File: src/rtl/core/tmb_pkg.sv
// Package for the transform matrix builder: shared types, constants, the CORDIC
// arctangent table and a rounding helper. No dependencies.
package tmb_pkg;

  localparam int ATAB_LEN = 24;
  localparam logic [31:0] CORDIC_GAIN = 32'h26DD3B6A;
  localparam logic signed [17:0] SAT_HI = 18'sd131071;
  localparam logic signed [17:0] SAT_LO = -18'sd131072;
  localparam logic signed [17:0] ONE_Q14 = 18'sd16384;

  typedef enum logic [2:0] {
    OP_ROTX = 3'd0,
    OP_ROTY = 3'd1,
    OP_ROTZ = 3'd2,
    OP_AXIS = 3'd3,
    OP_REFL = 3'd4,
    OP_INVL = 3'd5,
    OP_RSV6 = 3'd6,
    OP_RSV7 = 3'd7
  } op_t;

  typedef struct packed {
    logic        vld;
    op_t         op;
    logic signed [15:0] ax;
    logic signed [15:0] ay;
    logic signed [15:0] az;
  } ctl_t;

  function automatic logic signed [33:0] atan_val(input int i);
    logic [31:0] v;
    begin
      case (i)
        0: v = 32'h20000000;  1: v = 32'h12E4051E;  2: v = 32'h09FB385B;
        3: v = 32'h051111D4;  4: v = 32'h028B0D43;  5: v = 32'h0145D7E1;
        6: v = 32'h00A2F61E;  7: v = 32'h00517C55;  8: v = 32'h0028BE53;
        9: v = 32'h00145F2F;  10: v = 32'h000A2F98; 11: v = 32'h000517CC;
        12: v = 32'h00028BE6; 13: v = 32'h000145F3; 14: v = 32'h0000A2FA;
        15: v = 32'h0000517D; 16: v = 32'h000028BE; 17: v = 32'h0000145F;
        18: v = 32'h00000A30; 19: v = 32'h00000518; 20: v = 32'h0000028C;
        21: v = 32'h00000146; 22: v = 32'h000000A3; 23: v = 32'h00000051;
        default: v = 32'h0;
      endcase
      atan_val = $signed({2'b00, v});
    end
  endfunction

  // Round a value with sh + 14 fraction bits down to Q14 (half up) and saturate.
  function automatic logic signed [17:0] fin(input logic signed [79:0] v,
                                             input int sh);
    logic signed [79:0] r;
    begin
      r = (v + (80'sd1 <<< (sh - 1))) >>> sh;
      if (r > 80'(SAT_HI)) fin = SAT_HI;
      else if (r < 80'(SAT_LO)) fin = SAT_LO;
      else fin = r[17:0];
    end
  endfunction

endpackage

File: src/rtl/core/tmb_cordic.sv
// Pipelined rotation-mode CORDIC, one register stage per iteration.
// Uses tmb_pkg for the gain and arctangent table.
module tmb_cordic #(
  parameter int STEPS = 16
) (
  input  logic                clk,
  input  logic                rst,
  input  logic                in_vld,
  input  logic signed [33:0]  z_in,
  input  logic                neg_in,
  output logic                out_vld,
  output logic signed [33:0]  cos_o,
  output logic signed [33:0]  sin_o
);

  localparam int N = (STEPS > tmb_pkg::ATAB_LEN) ? tmb_pkg::ATAB_LEN : STEPS;

  logic               v [N+1];
  logic               ng[N+1];
  logic signed [33:0] x [N+1];
  logic signed [33:0] y [N+1];
  logic signed [33:0] zr[N+1];

  assign v[0]  = in_vld;
  assign ng[0] = neg_in;
  assign x[0]  = 34'($signed({2'b00, tmb_pkg::CORDIC_GAIN}));
  assign y[0]  = '0;
  assign zr[0] = z_in;

  for (genvar i = 0; i < N; i++) begin : g_step
    always_ff @(posedge clk) begin
      if (rst) v[i+1] <= 1'b0;
      else v[i+1] <= v[i];
      ng[i+1] <= ng[i];
      if (!zr[i][33]) begin
        x[i+1]  <= x[i] - (y[i] >>> i);
        y[i+1]  <= y[i] + (x[i] >>> i);
        zr[i+1] <= zr[i] - tmb_pkg::atan_val(i);
      end else begin
        x[i+1]  <= x[i] + (y[i] >>> i);
        y[i+1]  <= y[i] - (x[i] >>> i);
        zr[i+1] <= zr[i] + tmb_pkg::atan_val(i);
      end
    end
  end

  always_ff @(posedge clk) begin
    if (rst) out_vld <= 1'b0;
    else out_vld <= v[N];
    cos_o <= ng[N] ? -x[N] : x[N];
    sin_o <= ng[N] ? -y[N] : y[N];
  end

endmodule

File: config.mk
export PLATFORM = sky130hd
export DESIGN_NAME = tmb_cordic
export DESIGN_NICKNAME = d
export VERILOG_FILES = /design/src/rtl/core/tmb_pkg.sv /design/src/rtl/core/tmb_cordic.sv
export SDC_FILE = /design/constraint.sdc
export NUM_CORES = 2
export LEC_CHECK = 0
export BUFFER_PORTS_ARGS = -buffer_cell sky130_fd_sc_hd__buf_2
export CAP_MARGIN = 20
export CORE_ASPECT_RATIO = 1.2
export CORE_MARGIN = 8
export CORE_UTILIZATION = 35
export CTS_BUF_LIST = sky130_fd_sc_hd__clkbuf_4 sky130_fd_sc_hd__clkbuf_8 sky130_fd_sc_hd__clkbuf_16
export DETAILED_ROUTE_END_ITERATION = 7
export PLACE_DENSITY_LB_ADDON = 0.15
export SLEW_MARGIN = 40
export SYNTH_ARGS = -nofsm -noshare
export SYNTH_HDL_FRONTEND = slang
export SYNTH_SLANG_ARGS = --single-unit
File: constraint.sdc
create_clock -name clk -period 5.1 [get_ports clk]
set_input_delay 0.255 -clock clk [delete_from_list [all_inputs] [get_ports clk]]
set_output_delay 0.255 -clock clk [all_outputs]
set_load 0.01 [all_outputs]
==> results.sh <==
export IMPL_num_vias=91700
export IMPL_cts_max_path_buffers=4
export IMPL_core_um2=318400
export IMPL_io_pin_count=107
export IMPL_required_ns=5.88
export IMPL_post_cts_setup_buffer_count=0
export IMPL_hold_viol=0
export IMPL_startpoint="y[85]"
export IMPL_gp_congestion=0.8879
export IMPL_grt_total_usage=0.1804
export IMPL_syn_area_per_cell_um2=8.580
export IMPL_antenna_found_initial=2
export IMPL_yosysWarnings=0
export IMPL_status="finished, final reports clean"
export IMPL_dp_cells=17370
export IMPL_cp_max_fo=5
export IMPL_netlist_area_leader_share=0.2821
export IMPL_synth_area_leaders="dfxtp_1 (28%), ha_1 (16%), xnor2_1 (9.9%)"
export IMPL_slew_headroom=0.4341
export IMPL_areaGrowthSynthToFinish_pct=12.54
export IMPL_cts_tree="done"
export IMPL_rrSetupSlack_ns=0.34
export IMPL_stdcell_count=17790
export IMPL_finalWirelength_um=319700
export IMPL_tns_ns=0
export IMPL_clk_pin_slew_ns=0.06
export IMPL_ys_types=96
export IMPL_worstReg2RegStart="y[85]"
export IMPL_cts_root_buf="clkbuf_16"
export IMPL_design_area_um2=125900
export IMPL_routed_via_density=5.154
export IMPL_fillerInstances=32680
export IMPL_ant_nets=0
export IMPL_finalCriticalPeriod_ns=4.756
export IMPL_regArea_um2=31570
export IMPL_clk_latency_ns=0.89
export IMPL_grt_max_degree=69
export IMPL_dieArea_um2=338000
export IMPL_clock_skew_ns=0.08425
export IMPL_drv_cap=0
export IMPL_drt_iter0_markers=3894
export IMPL_multi_input_area_um2=77660
export IMPL_drive_gt1_frac=0.05704
export IMPL_cts_htree_levels=4
export IMPL_cp_start_kind="flop"
export IMPL_fmax_mhz=210.2
export IMPL_placement_rows=227
export IMPL_crit_arrival_ns=5.54
export IMPL_drv_slew=0
export IMPL_syn_area_um2=111800
export IMPL_endpoint="x[67]"
export IMPL_min_delay_path_class="primary input to flop"
export IMPL_cts_sinks=1576
export IMPL_synthFlopType="dfxtp_1"
export IMPL_yosysTopAreaCell="dfxtp_1"
export IMPL_nNetsFinal=14880
export IMPL_rr_endpoint="x[67]"
export IMPL_cp_end_kind="flop"
export IMPL_grt_ovfl_total=0
export IMPL_io_buffers=106
export IMPL_fin_crit_sh=0.9326
export IMPL_syn_inst=13040
export IMPL_die_w_um=532.0
export IMPL_grt_pass1_wl_um=501200
export IMPL_grt_pass1_vias=90920
export IMPL_seq_area_frac_synth=0.2821
export IMPL_ys_ff_latch=1576
export IMPL_rsz0062_at_grt="false"
export IMPL_r2r_worst_path_cells=17
export IMPL_tightest_slew_ns=0.8438
export IMPL_drc=0
export IMPL_crit_type="flop to flop"
export IMPL_avgRoutedWirePerCell_um=17.97
export IMPL_hpwl_um=262900
export IMPL_numCtsBuffers=189
export IMPL_setup_viol=0
export IMPL_synth_edff_count=0
export IMPL_async_reset_ff_frac=0
export IMPL_die_h_um=635.2
export IMPL_initial_core_util=0.3513
export IMPL_first_pass_iters=8
export IMPL_placed_cell_area_um2=118500
export IMPL_synth_fp_nets=14520
## per-stage QoR
step	worst slack [ns]	hold slack [ns]	util
2_1_floorplan	0.6724	0.2827	-
3_3_place_gp	0.1773	0.3099	0.3720
3_5_place_dp	0.1459	0.3121	0.3721
4_1_cts	0.07587	0.004247	0.3951
5_1_grt	0.003965	0.04597	0.3953
6_report	0.3435	0.08595	0.3953
## area by class of cell
class | instances | area share
Antenna cell | 3 | 0.00005965
Clock buffer | 254 | 0.04370
Clock inverter | 90 | 0.008997
Inverter | 533 | 0.01590
Multi-Input combinational cell | 10740 | 0.6170
Sequential cell | 1576 | 0.2509
Tap cell | 4236 | 0.04211
Timing Repair Buffer | 360 | 0.02133
## critical path, stage by stage, from the launching register on
cell	delay, ns
dfxtp_1	0.36
or3_1	0.40
or3_1	0.41
o41ai_1	0.48
xnor2_1	0.14
ha_1	0.37
a21oi_1	0.18
o21ai_1	0.19
a21oi_1	0.26
o21ai_1	0.09
o41ai_1	0.42
buf_4	0.20
o2111ai_1	0.14
a21oi_1	0.23
nor2b_1	0.07
o21a_1	0.19
a311o_1	0.36
xnor2_1	0.13
## worst min path at each step
stage          startpoint     end  slack (ns)  cells after the start
5_1_grt            neg_in  ng[15]        0.05                      2
3_3_place_gp        ng[2]   ng[1]        0.31                      0
4_1_cts            neg_in  ng[15]       0.004                      2
6_report           neg_in  ng[15]        0.09                      2
3_5_place_dp        ng[2]   ng[1]        0.31                      0
2_1_floorplan      neg_in  ng[15]        0.28                      0
## layer usage
| layer | GRT usage | vias up | share of wire |
|---|---|---|---|
| li1 | - | 47610 | - |
| met1 | 0.1918 | 42480 | 0.40 |
| met2 | 0.3626 | 1122 | 0.54 |
| met3 | 0.01813 | 485 | 0.023 |
| met4 | 0.06543 | 2 | 0.040 |
| met5 | 0 | - | 0.000041 |
## layout by cell type (no fill, tap or decap), drive strengths merged, types with 92 or more instances in the layout
cell type  instances
a21oi           1423
clkbuf           254
inv              539
buf              291
a211oi           108
nand3            213
o21a             204
o21ai            604
xor2             666
nand2            595
nor2b            212
dfxtp           1576
nand2b           224
nor2            1124
and3             119
nor3             318
ha              1403
a21o             729
xnor2           1262
a31oi            135
o21bai           152
nand4             92
## cells in the mapped netlist (92+ instances only)
cell         n
xor2_1     665
xnor2_1   1262
nor2_1    1123
and3_1     119
nand3_1    213
o21a_1     204
nor3_1     318
inv_1      526
o21ai_0    321
o21ai_1    283
o21bai_1   152
a211oi_1   108
ha_1      1403
clkbuf_1   155
nand4_1     92
a21oi_1   1421
dfxtp_1   1576
a21o_1     729
a31oi_1    135
nand2_1    595
nand2b_1   223
nor2b_1    212
## registers in the layout, indices dropped and copies added, names as in the netlist
register,cells
y,511
x,488
zr,476
cos_o,34
sin_o,34
ng,16
v,16
out_vld,1
## kinds of logic after synthesis
logic type,count (synthesis),synth area share
compound gates,3911,0.2212
simple gates,3327,0.1447
xor+xnor,1928,0.1511
flops,1576,0.2821
fa+ha+maj,1447,0.1648
buf+inv,721,0.02421
mux,124,0.01180
other cells,1,0.00003353
## repair_timing
item,4_1_cts,5_1_grt
endpoints found under the hold margin,54,0
endpoints found under the setup margin,0,18
hold buffers,69,0
resized for setup,0,14
Power is not shown: default switching activity piles up to over one toggle a cycle in this logic, so the estimate is an artifact.
