--- config.mk ---
export PLATFORM = sky130hd
export DESIGN_NAME = tmb_phase
export DESIGN_NICKNAME = d
export VERILOG_FILES = /design/src/rtl/core/tmb_phase.sv
export SDC_FILE = /design/constraint.sdc
export NUM_CORES = 1
export LEC_CHECK = 0
export ABC_AREA = 1
export ABC_CLOCK_PERIOD_IN_PS = 7000
export BUFFER_PORTS_ARGS = -buffer_cell sky130_fd_sc_hd__buf_4
export CAP_MARGIN = 25
export CORE_UTILIZATION = 53
export DETAILED_ROUTE_END_ITERATION = 8
export PLACE_DENSITY = 0.71
export SETUP_SLACK_MARGIN = 0.5
export SLEW_MARGIN = 10
export SYNTH_ARGS = -nofsm -noshare
export SYNTH_HDL_FRONTEND = slang
export SYNTH_SLANG_ARGS = --single-unit
--- constraint.sdc ---
create_clock -name clk -period 7 [get_ports clk]
set_input_delay 1.4 -clock clk [delete_from_list [all_inputs] [get_ports clk]]
set_output_delay 1.4 -clock clk [all_outputs]
set_load 0.05 [all_outputs]
--- src/rtl/core/tmb_phase.sv ---
// Angle reduction stages: degrees modulo 360 to a binary phase with half-turn fold.
// Five register stages, reciprocal multiplications only. No dependencies.
module tmb_phase (
  input  logic                clk,
  input  logic                rst,
  input  logic                in_vld,
  input  logic signed [31:0]  angle_deg,
  output logic                out_vld,
  output logic signed [33:0]  z,
  output logic                neg
);

  // The integer degrees are shifted by 92 turns so the high half is never negative.
  localparam logic [17:0] HI_OFFS   = 18'd33120;
  // ceil(2^26/360): exact quotient for the high half, which stays below 2^17.
  localparam logic [17:0] RECIP_360 = 18'd186414;
  // ceil(2^31/45): exact quotient for a reduced angle below 360*2^16.
  localparam logic [25:0] RECIP_45  = 26'd47721859;
  // ceil(2^30/45): exact floor(r*2^13/45) for a remainder r below 45.
  localparam logic [24:0] RECIP_45F = 25'd23860930;

  logic               v1, v2, v3, v4, v5;
  logic [16:0]        h1;
  logic [15:0]        lo1;
  logic [7:0]         hq1;
  logic [24:0]        a2, a3;
  logic [18:0]        qa3, qa4;
  logic [5:0]         ra4;

  logic [17:0]        h_c;
  logic [34:0]        hp;
  logic [16:0]        hm;
  logic [49:0]        qp;
  logic [25:0]        rf;
  logic [29:0]        fp;
  logic [31:0]        q;
  logic signed [33:0] zz;

  // The angle is hi*2^16 + lo, so the reduced angle is (hi mod 360)*2^16 + lo.
  // The phase floor(a*2^16/360) equals floor(a/45)*2^13 + floor((a mod 45)*2^13/45).
  always_comb begin
    h_c = 18'($signed(angle_deg[31:16])) + HI_OFFS;
    hp  = 35'(h_c[16:0]) * 35'(RECIP_360);
    hm  = h1 - 17'(hq1) * 17'd360;
    qp  = 50'(a2) * 50'(RECIP_45);
    rf  = 26'(a3) - 26'(qa3) * 26'd45;
    fp  = 30'(ra4) * 30'(RECIP_45F);
    q   = {qa4, fp[29:17]};
    zz  = 34'($signed(q));
  end

  always_ff @(posedge clk) begin
    if (rst) begin
      v1 <= 1'b0; v2 <= 1'b0; v3 <= 1'b0; v4 <= 1'b0; v5 <= 1'b0;
    end else begin
      v1 <= in_vld; v2 <= v1; v3 <= v2; v4 <= v3; v5 <= v4;
    end
    h1  <= h_c[16:0];
    lo1 <= angle_deg[15:0];
    hq1 <= hp[33:26];
    a2  <= {hm[8:0], lo1};
    a3  <= a2;
    qa3 <= qp[49:31];
    qa4 <= qa3;
    ra4 <= rf[5:0];
    if (zz > 34'sd1073741824) begin
      z <= zz - 34'sd2147483648; neg <= 1'b1;
    end else if (zz < -34'sd1073741824) begin
      z <= zz + 34'sd2147483648; neg <= 1'b1;
    end else begin
      z <= zz; neg <= 1'b0;
    end
  end
  assign out_vld = v5;

endmodule

==> results of run 1 <==
-- logic make-up (layout without fill, tap and decap cells) --
group	after synthesis	count (layout)	synth area share (%)
compound gates	204	204	5.826
buf+inv	677	788	12.94
xor+xnor	66	66	2.939
flops	145	145	14.76
simple gates	520	520	11.09
fa+ha+maj	662	662	52.45
-- area by class of cell --
| cell class | instances | share of cell area, % |
|---|---|---|
| clock inverter | 15 | 0.7732 |
| inverter | 676 | 11.79 |
| timing repair buffer | 80 | 2.790 |
| multi-input combinational | 1452 | 66.46 |
| clock buffer | 17 | 1.977 |
| tap | 468 | 2.721 |
| sequential | 145 | 13.49 |
-- metrics by stage --
stage | util, % | worst slack, ns
finish | 58.93 | 0.7789
global route | 58.93 | 0.5019
CTS | 58.79 | 0.5694
detailed placement | 57.17 | 0.09564
global placement | 57.17 | 0.2718
floorplan | - | 0.5412
-- metal layers --
| metal | vias up | GRT usage [%] | share of wire (%) |
|---|---|---|---|
| li1 | 7155 | - | - |
| met1 | 7055 | 37.85 | 46 |
| met2 | 339 | 47.03 | 46 |
| met3 | 72 | 5.605 | 5.5 |
| met4 | 0 | 7.995 | 2.3 |
| met5 | - | 0 | 0 |
-- what timing repair did --
action / in CTS / in global routing
hold buffers: 0 / 0
resized for setup: 0 / 9
setup endpoints to repair: 0 / 8
endpoints found under the hold margin: 0 / 0
-- critical path, cell delays in order --
cell      delay (ns)
buf_4           0.09
inv_1           0.05
ha_2            0.22
o21ai_2         0.18
xor2_1          0.17
inv_1           0.10
ha_4            0.24
fa_1            0.54
inv_1           0.05
fa_1            0.48
fa_1            0.55
inv_1           0.06
fa_1            0.54
inv_1           0.06
fa_1            0.53
inv_1           0.04
ha_1            0.20
a21o_1          0.20
o21bai_1        0.15
o21bai_1        0.16
a21oi_1         0.14
nand3_1         0.13
nand2_1         0.08
nand2_1         0.05
xor2_1          0.13
-- flip-flops by register name, summed over array words and instances (netlist names) --
name / cells
hq1: 6
neg: 1
out_vld: 1
v4: 1
lo1: 16
a2: 25
qa3: 19
v3: 1
v1: 1
h1: 9
a3: 6
v2: 1
z: 33
qa4: 19
ra4: 6
-- layout by cell type (no fill, tap or decap), types with 4 or more instances in the layout --
cell / count
a21o_1: 15
a21oi_1: 92
a31oi_1: 13
buf_4: 80
clkbuf_16: 17
dfxtp_1: 145
fa_1: 271
ha_1: 388
inv_1: 675
inv_6: 4
nand2_1: 278
nand3_1: 61
nand4_1: 17
nor2_1: 120
nor2_2: 6
nor3_1: 15
nor4_1: 5
o21ai_0: 55
o21bai_1: 16
xnor2_1: 24
xor2_1: 39
-- worst paths after layout --
check,slack (ns),end,start,cells after the start
min,0.33,a2[18]$_DFF_P_,h1[2]$_DFF_P_,0
max reg2reg,0.85,qa3[8]$_DFF_P_,a2[17]$_DFF_P_,24
max,0.78,hq1[5]$_DFF_P_,angle_deg[21],25
min reg2reg,0.33,a2[18]$_DFF_P_,h1[2]$_DFF_P_,0
==> summary.txt, run 1 <==
Run status
  • Status: complete, no violations

Global routing
  • First-pass GRT wire length: approximately 80 mm
  • Gr ovfl total: 0
  • Largest net degree at the start of global routing: 17
  • Vias in the first global route: 15,750
  • Total global-route track usage: 28.45%
  • Initial antenna violation count: 0

Logic synthesis
  • Syn Area/Cell: 8.651 sq um
  • Synth top area share: 27.58%
  • Syn_nets: between 2,000 and 3,000
  • Leading area contributor after synthesis: fa_1
  • Synth top area cells: fa_1 (28%), ha_1 (25%), dfxtp_1 (15%)
  • Post-synth EDFFs: 0
  • Top FF cell, synth: dfxtp_1
  • Seq cells post-synth: 145
  • Post-synth ARST share: 0%
  • Synth Instances: 2,274
  • Most common cell in the netlist: inv_1
  • Synth warn: 0
  • Most frequent cells after synthesis: inv_1 (675), ha_1 (391), nand2_1 (278), fa_1 (271), dfxtp_1 (145)
  • Cell area after synthesis: 19,670 sq um
  • Cell variety after synth: 36
  • Seq/Total Area, Yosys: 14.76%

Die
  • Die Height: slightly below 200 microns
  • Initial Utilization: 53.86%
  • Std cell rows: 70
  • Die area: about 38,000 sq um
  • IO Count: between 70 and 80
  • Die X: ~190 microns
  • Core ar.: 36,520 sq um

Routing
  • Initial DRT Pass Iterations: 6
  • Routed Wire Length: 51.05 mm
  • Routed Antenna Nets: 0
  • Routed length per instance: 17.89 microns
  • Initial DRC count: approximately 750
  • Vias per inst: between 5 and 6
  • Vias: 14,620
  • DRC viols: 0

Timing
  • Final setup vio count: 0
  • Final hold violation count: 0
  • Period utilization: roughly nine tenths
  • Tmin final: 6.221 ns
  • Setup_tns: 0 ns
  • Max-slew headroom: 52.02%
  • Pins Over Slew Limit: 0
  • Clock skew: approximately 0.023 ns
  • Unrepaired setup endpoints after global routing: no
  • Achievable frequency: 160.7 MHz
  • WHS: 0.3271 ns
  • Worst-Margin Slew: 0.7131 ns

Critical path
  • CP Class: primary input to flop
  • CP Launch Type: primary input
  • Required time at the worst-slack endpoint: 7.34 ns
  • CP Capture Type: flop
  • Crit path max fanout: 3
  • WP data arrival: approximately 6.6 ns

Clock network
  • CTS tree: built
  • Postcts setup bufs: 0
  • H-tree depth: 4
  • Clock transition at path regs: approximately 0.070 ns
  • Clock buffer depth: 2
  • CTS sink cnt: approximately 150
  • Root Buffer: clkbuf_16
  • Skew-Pair Late Insertion Delay: between 0.4 and 0.5 ns
  • CTS Buf Count: 17

Cells and area
  • Final instance area: 21,520 sq um
  • Register Area: 2903 sq um
  • Antenna diode count: 0
  • Filler cells: 3,235
  • Layout overhead on the synthesized area: 9.413%
  • Footprint of the multi-input gates: 14,310 sq um
  • Share of cells above drive strength 1: 5.870%
  • Final Non-Filler Cells: 2,853
  • Nets: 3,069

Placement
  • DP Area: 20,880 sq um
  • Placed insts: 2,821
  • Global placement routability congestion: 0.9648
  • I/O Buffers: 70
  • Post-DP HPWL: 45.69 mm

Min path
  • HP Class: flop to flop

Run
  • Max-Cap Viols: 0
Power of run 1 is left out: the tool's default activity adds up to more than one toggle a clock period on the data nets, which glitch-free logic cannot reach.
==> run 2, diff against run 1 <==
CORE_UTILIZATION = 45   (was 53)
PLACE_DENSITY = 0.61   (was 0.71)
==> run 2 against run 1 <==
Global-route usage decreased by 4.4 points. Utilization shrank 8.5 points. Routed wire length fell by 2.2%. Sequential share of layout area down 0.13 points. Sequential cell count stayed put. Maximum frequency decreased by 0.58%. Cell area rose by 0.94%. Clock skew is 0.00065 ns lower. Critical path depth unchanged. Non-clock buffer count grew 2.
==> summary.txt, run 2 (same netlist as run 1, synthesis figures left out) <==
Run status
  • Status: complete, no violations (unchanged)

Critical path
  • CP Class: primary input to flop (unchanged)
  • CP Capture Type: flop (unchanged)
  • Crit path max fanout: 3 (unchanged)
  • Crit path depth: 25 (unchanged)
  • Crit path max-delay cell type: fa_1 (unchanged)
  • Critical path's largest stage delay: 0.58 ns (was 0.55 ns)
  • Required time at the worst-slack endpoint: 7.34 ns (about the same)
  • CP Launch Type: primary input (unchanged)
  • Reg2Reg Depth: 20 (was 24)
  • Crit-path leading delay family: adder cells (unchanged)
  • WP buf/inv: 7 (unchanged)
  • WP data arrival: 6.60 ns (was 6.56 ns)

Cells and area
  • Max reg flops: 33 (unchanged)
  • Layout overhead on the synthesized area: 10.44% (was 9.413%)
  • Share of cells above drive strength 1: 6.158% (was 5.870%)
  • Nets: 3,071 (was 3,069)
  • Most common cell after layout, fill and taps aside: inv_1 (unchanged)
  • Antenna diode count: 0 (unchanged)
  • Top reg by flops: z (unchanged)
  • Registers with the most flip-flops: z (33), a2 (25) (unchanged)
  • Most frequent cells in the layout: inv_1 (674), ha_1 (387), nand2_1 (278) (was inv_1 (675), ha_1 (388), nand2_1 (278))

Die
  • Die area: 44,550 sq um (was 37,890 sq um)
  • Die Height: 211.1 microns (was 194.7 microns)
  • IO Count: 71 (unchanged)
  • Die X: 211.1 microns (was 194.7 microns)
  • Std cell rows: 76 (was 70)
  • Core ar.: 43,080 sq um (was 36,520 sq um)
  • Initial Utilization: 45.67% (was 53.86%)

Routing
  • Routed length per instance: 16.81 microns (was 17.89 microns)
  • Initial DRC count: 850 (was 748)
  • Initial DRT Pass Iterations: 5 (was 6)
  • Vias: 14,440 (was 14,620)
  • Vias per inst: 4.858 (was 5.125)
  • Routed Wire Length: 49.95 mm (was 51.05 mm)
  • Routed Antenna Nets: 0 (unchanged)
  • DRC viols: 0 (unchanged)

Timing
  • Setup_tns: 0 ns (unchanged)
  • Clock skew: 0.02257 ns (was 0.02322 ns)
  • Max-slew headroom: 59.76% (was 52.02%)
  • Final setup vio count: 0 (unchanged)
  • Final Worst Setup Slack: 0.7425 ns (was 0.7789 ns)
  • Achievable frequency: 159.8 MHz (was 160.7 MHz)
  • Period utilization: 89.39% (was 88.87%)
  • Final hold violation count: 0 (unchanged)
  • Pins Over Slew Limit: 0 (unchanged)
  • Worst-Margin Slew: 0.6028 ns (was 0.7131 ns)
  • Tmin final: 6.258 ns (was 6.221 ns)
  • Unrepaired setup endpoints after global routing: yes (was no)

Placement
  • I/O Buffers: 70 (unchanged)
  • Post-DP HPWL: 44.82 mm (was 45.69 mm)
  • Dpl ws: 0.1696 ns (was 0.09564 ns)
  • Global placement routability congestion: 0.9666 (was 0.9648)

Clock network
  • Skew-Pair Late Insertion Delay: 0.48 ns (was 0.47 ns)
  • Hold-fix buffers, CTS: 0 (unchanged)
  • H-tree depth: 4 (unchanged)
  • CTS sink cnt: 145 (unchanged)
  • Clock buffer depth: 2 (unchanged)
  • CTS Buf Count: 17 (unchanged)
  • Postcts setup bufs: 0 (unchanged)
  • Post-CTS resize count: 0 (unchanged)
  • Clock transition at path regs: 0.07 ns (about the same)
  • Root Buffer: clkbuf_16 (unchanged)
  • CTS tree: built (unchanged)

Global routing
  • Total global-route track usage: 24.03% (was 28.45%)
  • Gr ovfl total: 0 (unchanged)
  • Initial antenna violation count: 2 (was 0)
  • Met3 Usage GRT: 4.103% (was 5.605%)
  • GRT busiest layer: met2 (unchanged)
  • M2 GR Usage: 37.95% (was 47.03%)
  • Vias in the first global route: 15,040 (was 15,750)
  • Met1 GRT Util: 33.51% (was 37.85%)
  • Largest net degree at the start of global routing: 18 (was 17)
  • First-pass GRT wire length: 80.99 mm (was 81.83 mm)

Run
  • Max-Cap Viols: 0 (unchanged)

Min path
  • HP Class: flop to flop (unchanged)
  • Depth of the worst hold-timing path: 0 (unchanged)
run 2: changes by cell type in the layout (fill, tap and decap cells not counted), sizes merged:
cell and delta:
buf +2, bufinv -1, clkbuf +1, clkinvlp -1, inv +1
run 2: final timing paths:
check | startpoint | slack (ns) | endpoint
min reg2reg | qa3[10]$_DFF_P_ | 0.32 | qa4[10]$_DFF_P_
max reg2reg | a2[24]$_DFF_P_ | 0.84 | qa3[9]$_DFF_P_
min | qa3[10]$_DFF_P_ | 0.32 | qa4[10]$_DFF_P_
max | angle_deg[21] | 0.74 | hq1[5]$_DFF_P_
run 2: cell type report:
cell class                      instances  area [sq um]
Fill cell                            4099         21350
Clock inverter                         14         160.2
Timing Repair Buffer                   82         615.6
Clock buffer                           18         439.2
Multi-Input combinational cell       1452         14340
Sequential cell                       145          2903
Tap cell                              585         732.0
Inverter                              676          2537
run 2: worst register-to-register path, delay by kind of cell (launching register included):
kind / cells / cell delay, ns
flops: 1 / 0.46
xor+xnor: 1 / 0.25
compound gates: 3 / 0.55
fa+ha+maj: 8 / 3.95
simple gates: 3 / 0.56
buf+inv: 5 / 0.29
run 2: through the flow:
| stage | cell area, sq um | util, % | hold slack [ns] | cells |
|---|---|---|---|---|
| 6_report | 21730 | 50.44 | 0.3178 | 2972 |
| 5_1_grt | 21730 | 50.44 | 0.3357 | 2972 |
| 4_1_cts | 21640 | 50.24 | 0.3274 | 2972 |
| 3_5_place_dp | 21040 | 48.85 | 0.3121 | 2940 |
| 3_3_place_gp | 21040 | 48.85 | 0.3095 | 2940 |
| 2_1_floorplan | 19700 | - | 0.3096 | 2274 |
run 2: per-layer routing:
layer  vias to the layer above  routed length, microns
li1                       7152                       -
met1                      6891                   24110
met2                       335                   22430
met3                        59                    2237
met4                         0                    1171
met5                         -                       0
Power of run 2 is left out for the same reason.
==> run 3, diff against run 2 <==
CORE_UTILIZATION = 59   (was 45)
PLACE_DENSITY = 0.77   (was 0.61)
==> run 3 against run 2 <==
Cell area fell by 0.79%. Hold slack better by 0.011 ns. Count of clock-buffer cells in the layout is 1 lower. Maximum frequency fell by 0.33%.
==> summary.txt, run 3 (same netlist as run 1, synthesis figures left out) <==
Routing
  • Initial DRT Pass Iterations: 5 (unchanged)
  • Vias per inst: 5.242 (was 4.858)
  • Initial DRC count: 1,041 (was 850)
  • Vias: 14,830 (was 14,440)
  • Routed length per instance: 18.52 microns (was 16.81 microns)
  • DRC viols: 0 (unchanged)
  • Routed Wire Length: 52.41 mm (was 49.95 mm)
  • Routed Antenna Nets: 0 (unchanged)

Clock network
  • Clock transition at path regs: 0.07 ns (about the same)
  • CTS Buf Count: 17 (unchanged)
  • Clock buffer depth: 2 (unchanged)
  • Hold-fix buffers, CTS: 0 (unchanged)
  • Skew-Pair Late Insertion Delay: 0.46 ns (was 0.48 ns)
  • CTS sink cnt: 145 (unchanged)
  • CTS tree: built (unchanged)
  • H-tree depth: 4 (unchanged)
  • Root Buffer: clkbuf_16 (unchanged)

Critical path
  • WP data arrival: 6.66 ns (was 6.60 ns)
  • FF-to-FF Start: a2[24]$_DFF_P_ (unchanged)
  • Required time at the worst-slack endpoint: 7.38 ns (was 7.34 ns)
  • Reg2Reg Setup Slack: 0.96 ns (was 0.84 ns)
  • R2r endpoint: qa3[9]$_DFF_P_ (unchanged)
  • CP Launch Type: primary input (unchanged)
  • CP Class: primary input to flop (unchanged)
  • CP Capture Type: flop (unchanged)
  • Reg2Reg Depth: 20 (unchanged)
  • Crit path max fanout: 5 (was 3)

Cells and area
  • Top reg by flops: z (unchanged)
  • Footprint of the multi-input gates: 14,330 sq um (was 14,340 sq um)
  • Most frequent cells in the layout: inv_1 (674), ha_1 (388), nand2_1 (278) (was inv_1 (674), ha_1 (387), nand2_1 (278))
  • Nets: 3,071 (unchanged)
  • Max reg flops: 33 (unchanged)
  • Final instance area: 21,550 sq um (was 21,730 sq um)
  • Registers with the most flip-flops: z (33), a2 (25) (unchanged)
  • Register Area: 2903 sq um (unchanged)
  • Layout overhead on the synthesized area: 9.566% (was 10.44%)
  • Antenna diode count: 0 (unchanged)
  • Most common cell after layout, fill and taps aside: inv_1 (unchanged)
  • Filler cells: 2,745 (was 4,099)
  • Share of cells above drive strength 1: 6.200% (was 6.158%)

Min path
  • Depth of the worst hold-timing path: 0 (unchanged)
  • HP Class: flop to flop (unchanged)
  • WHS Endpoint: a2[15]$_DFF_P_ (was qa4[10]$_DFF_P_)
  • Hold Path Origin: lo1[15]$_DFF_P_ (was qa3[10]$_DFF_P_)

Die
  • Die Height: 184.6 microns (was 211.1 microns)
  • Initial Utilization: 60.15% (was 45.67%)
  • Std cell rows: 66 (was 76)
  • Core ar.: 32,700 sq um (was 43,080 sq um)
  • Die X: 184.6 microns (was 211.1 microns)
  • IO Count: 71 (unchanged)
  • Die area: 34,080 sq um (was 44,550 sq um)

Timing
  • Period utilization: 89.69% (was 89.39%)
  • Final hold violation count: 0 (unchanged)
  • Unrepaired setup endpoints after global routing: yes (unchanged)
  • Final setup vio count: 0 (unchanged)
  • Clock skew: 0.01442 ns (was 0.02257 ns)
  • Achievable frequency: 159.3 MHz (was 159.8 MHz)
  • Pins Over Slew Limit: 0 (unchanged)
  • Tmin final: 6.278 ns (was 6.258 ns)
  • Setup_tns: 0 ns (unchanged)
  • Worst-Margin Slew: 0.5507 ns (was 0.6028 ns)
  • Max-slew headroom: 63.24% (was 59.76%)

Global routing
  • First-pass GRT wire length: 82.28 mm (was 80.99 mm)
  • Initial antenna violation count: 0 (was 2)
  • Vias in the first global route: 15,470 (was 15,040)
  • Largest net degree at the start of global routing: 17 (was 18)
  • Gr ovfl total: 0 (unchanged)
  • Total global-route track usage: 32.72% (was 24.03%)

Run
  • Max-Cap Viols: 0 (unchanged)

Run status
  • Status: complete, no violations (unchanged)

Placement
  • Post-DP HPWL: 46.37 mm (was 44.82 mm)
  • Global placement routability congestion: 1.017 (was 0.9666)
  • DP Area: 20,850 sq um (was 21,040 sq um)
  • I/O Buffers: 70 (unchanged)
## run 3: cell count changes in the layout (fill, tap and decap cells not counted), sizes merged
cell | before | now
bufinv | 0 | 2
clkbuf | 18 | 17
inv | 684 | 683
## run 3: final cells by class
class | instances | share of cell area [%]
Multi-Input combinational cell | 1452 | 66.47
Inverter | 676 | 11.77
Clock inverter | 15 | 0.8940
Sequential cell | 145 | 13.47
Tap cell | 442 | 2.566
Timing Repair Buffer | 82 | 2.856
Clock buffer | 17 | 1.974
## run 3: how the worst max path moves through the flow
stage / startpoint / end / cells past startpoint
finish: angle_deg[21] / hq1[5]$_DFF_P_ / 24
CTS: angle_deg[21] / hq1[4]$_DFF_P_ / 25
global route: angle_deg[21] / hq1[4]$_DFF_P_ / 25
floorplan: angle_deg[21] / hq1[5]$_DFF_P_ / 24
detailed placement: angle_deg[21] / hq1[4]$_DFF_P_ / 25
global placement: angle_deg[21] / hq1[4]$_DFF_P_ / 25
## run 3: repair_timing
item | 4_1_cts | 5_1_grt
resized for setup | 1 | 18
endpoints found under the setup margin | 1 | 10
buffers inserted | 0 | 2
pin swaps | 0 | 6
## run 3: per-layer routing
| layer | up-vias | part of all wire [%] | GRT usage, % |
|---|---|---|---|
| met5 | - | 0 | 0 |
| met2 | 498 | 43 | 50.26 |
| met3 | 96 | 8.1 | 9.069 |
| met1 | 7097 | 46 | 44.70 |
| li1 | 7140 | - | - |
| met4 | 0 | 2.7 | 10.03 |
## run 3: worst max-delay path, stage by stage
cell and delay (ns):
buf_4 0.09, inv_1 0.04, ha_1 0.30, inv_1 0.14, ha_1 0.43, inv_1 0.09, fa_1 0.54, fa_1 0.52
fa_1 0.54, inv_1 0.05, fa_1 0.52, inv_1 0.05, fa_1 0.54, inv_1 0.07, ha_1 0.32, nand2_1 0.10
nor2_2 0.20, inv_1 0.06, nor3_1 0.13, nand3_1 0.10, nand3_1 0.14, nand2_1 0.07, nand2_1 0.07, xor2_1 0.13
## run 3: stage by stage
stage / worst slack (ns) / instances / hold WS [ns] / util, %
finish: 0.7217 / 2829 / 0.3285 / 65.91
global route: 0.3947 / 2829 / 0.3354 / 65.91
CTS: 0.5721 / 2827 / 0.3266 / 65.66
detailed placement: 0.03794 / 2795 / 0.3121 / 63.75
global placement: 0.2745 / 2795 / 0.3106 / 63.75
floorplan: 0.5412 / 2274 / 0.3096 / -
Power of run 3 is left out for the same reason.
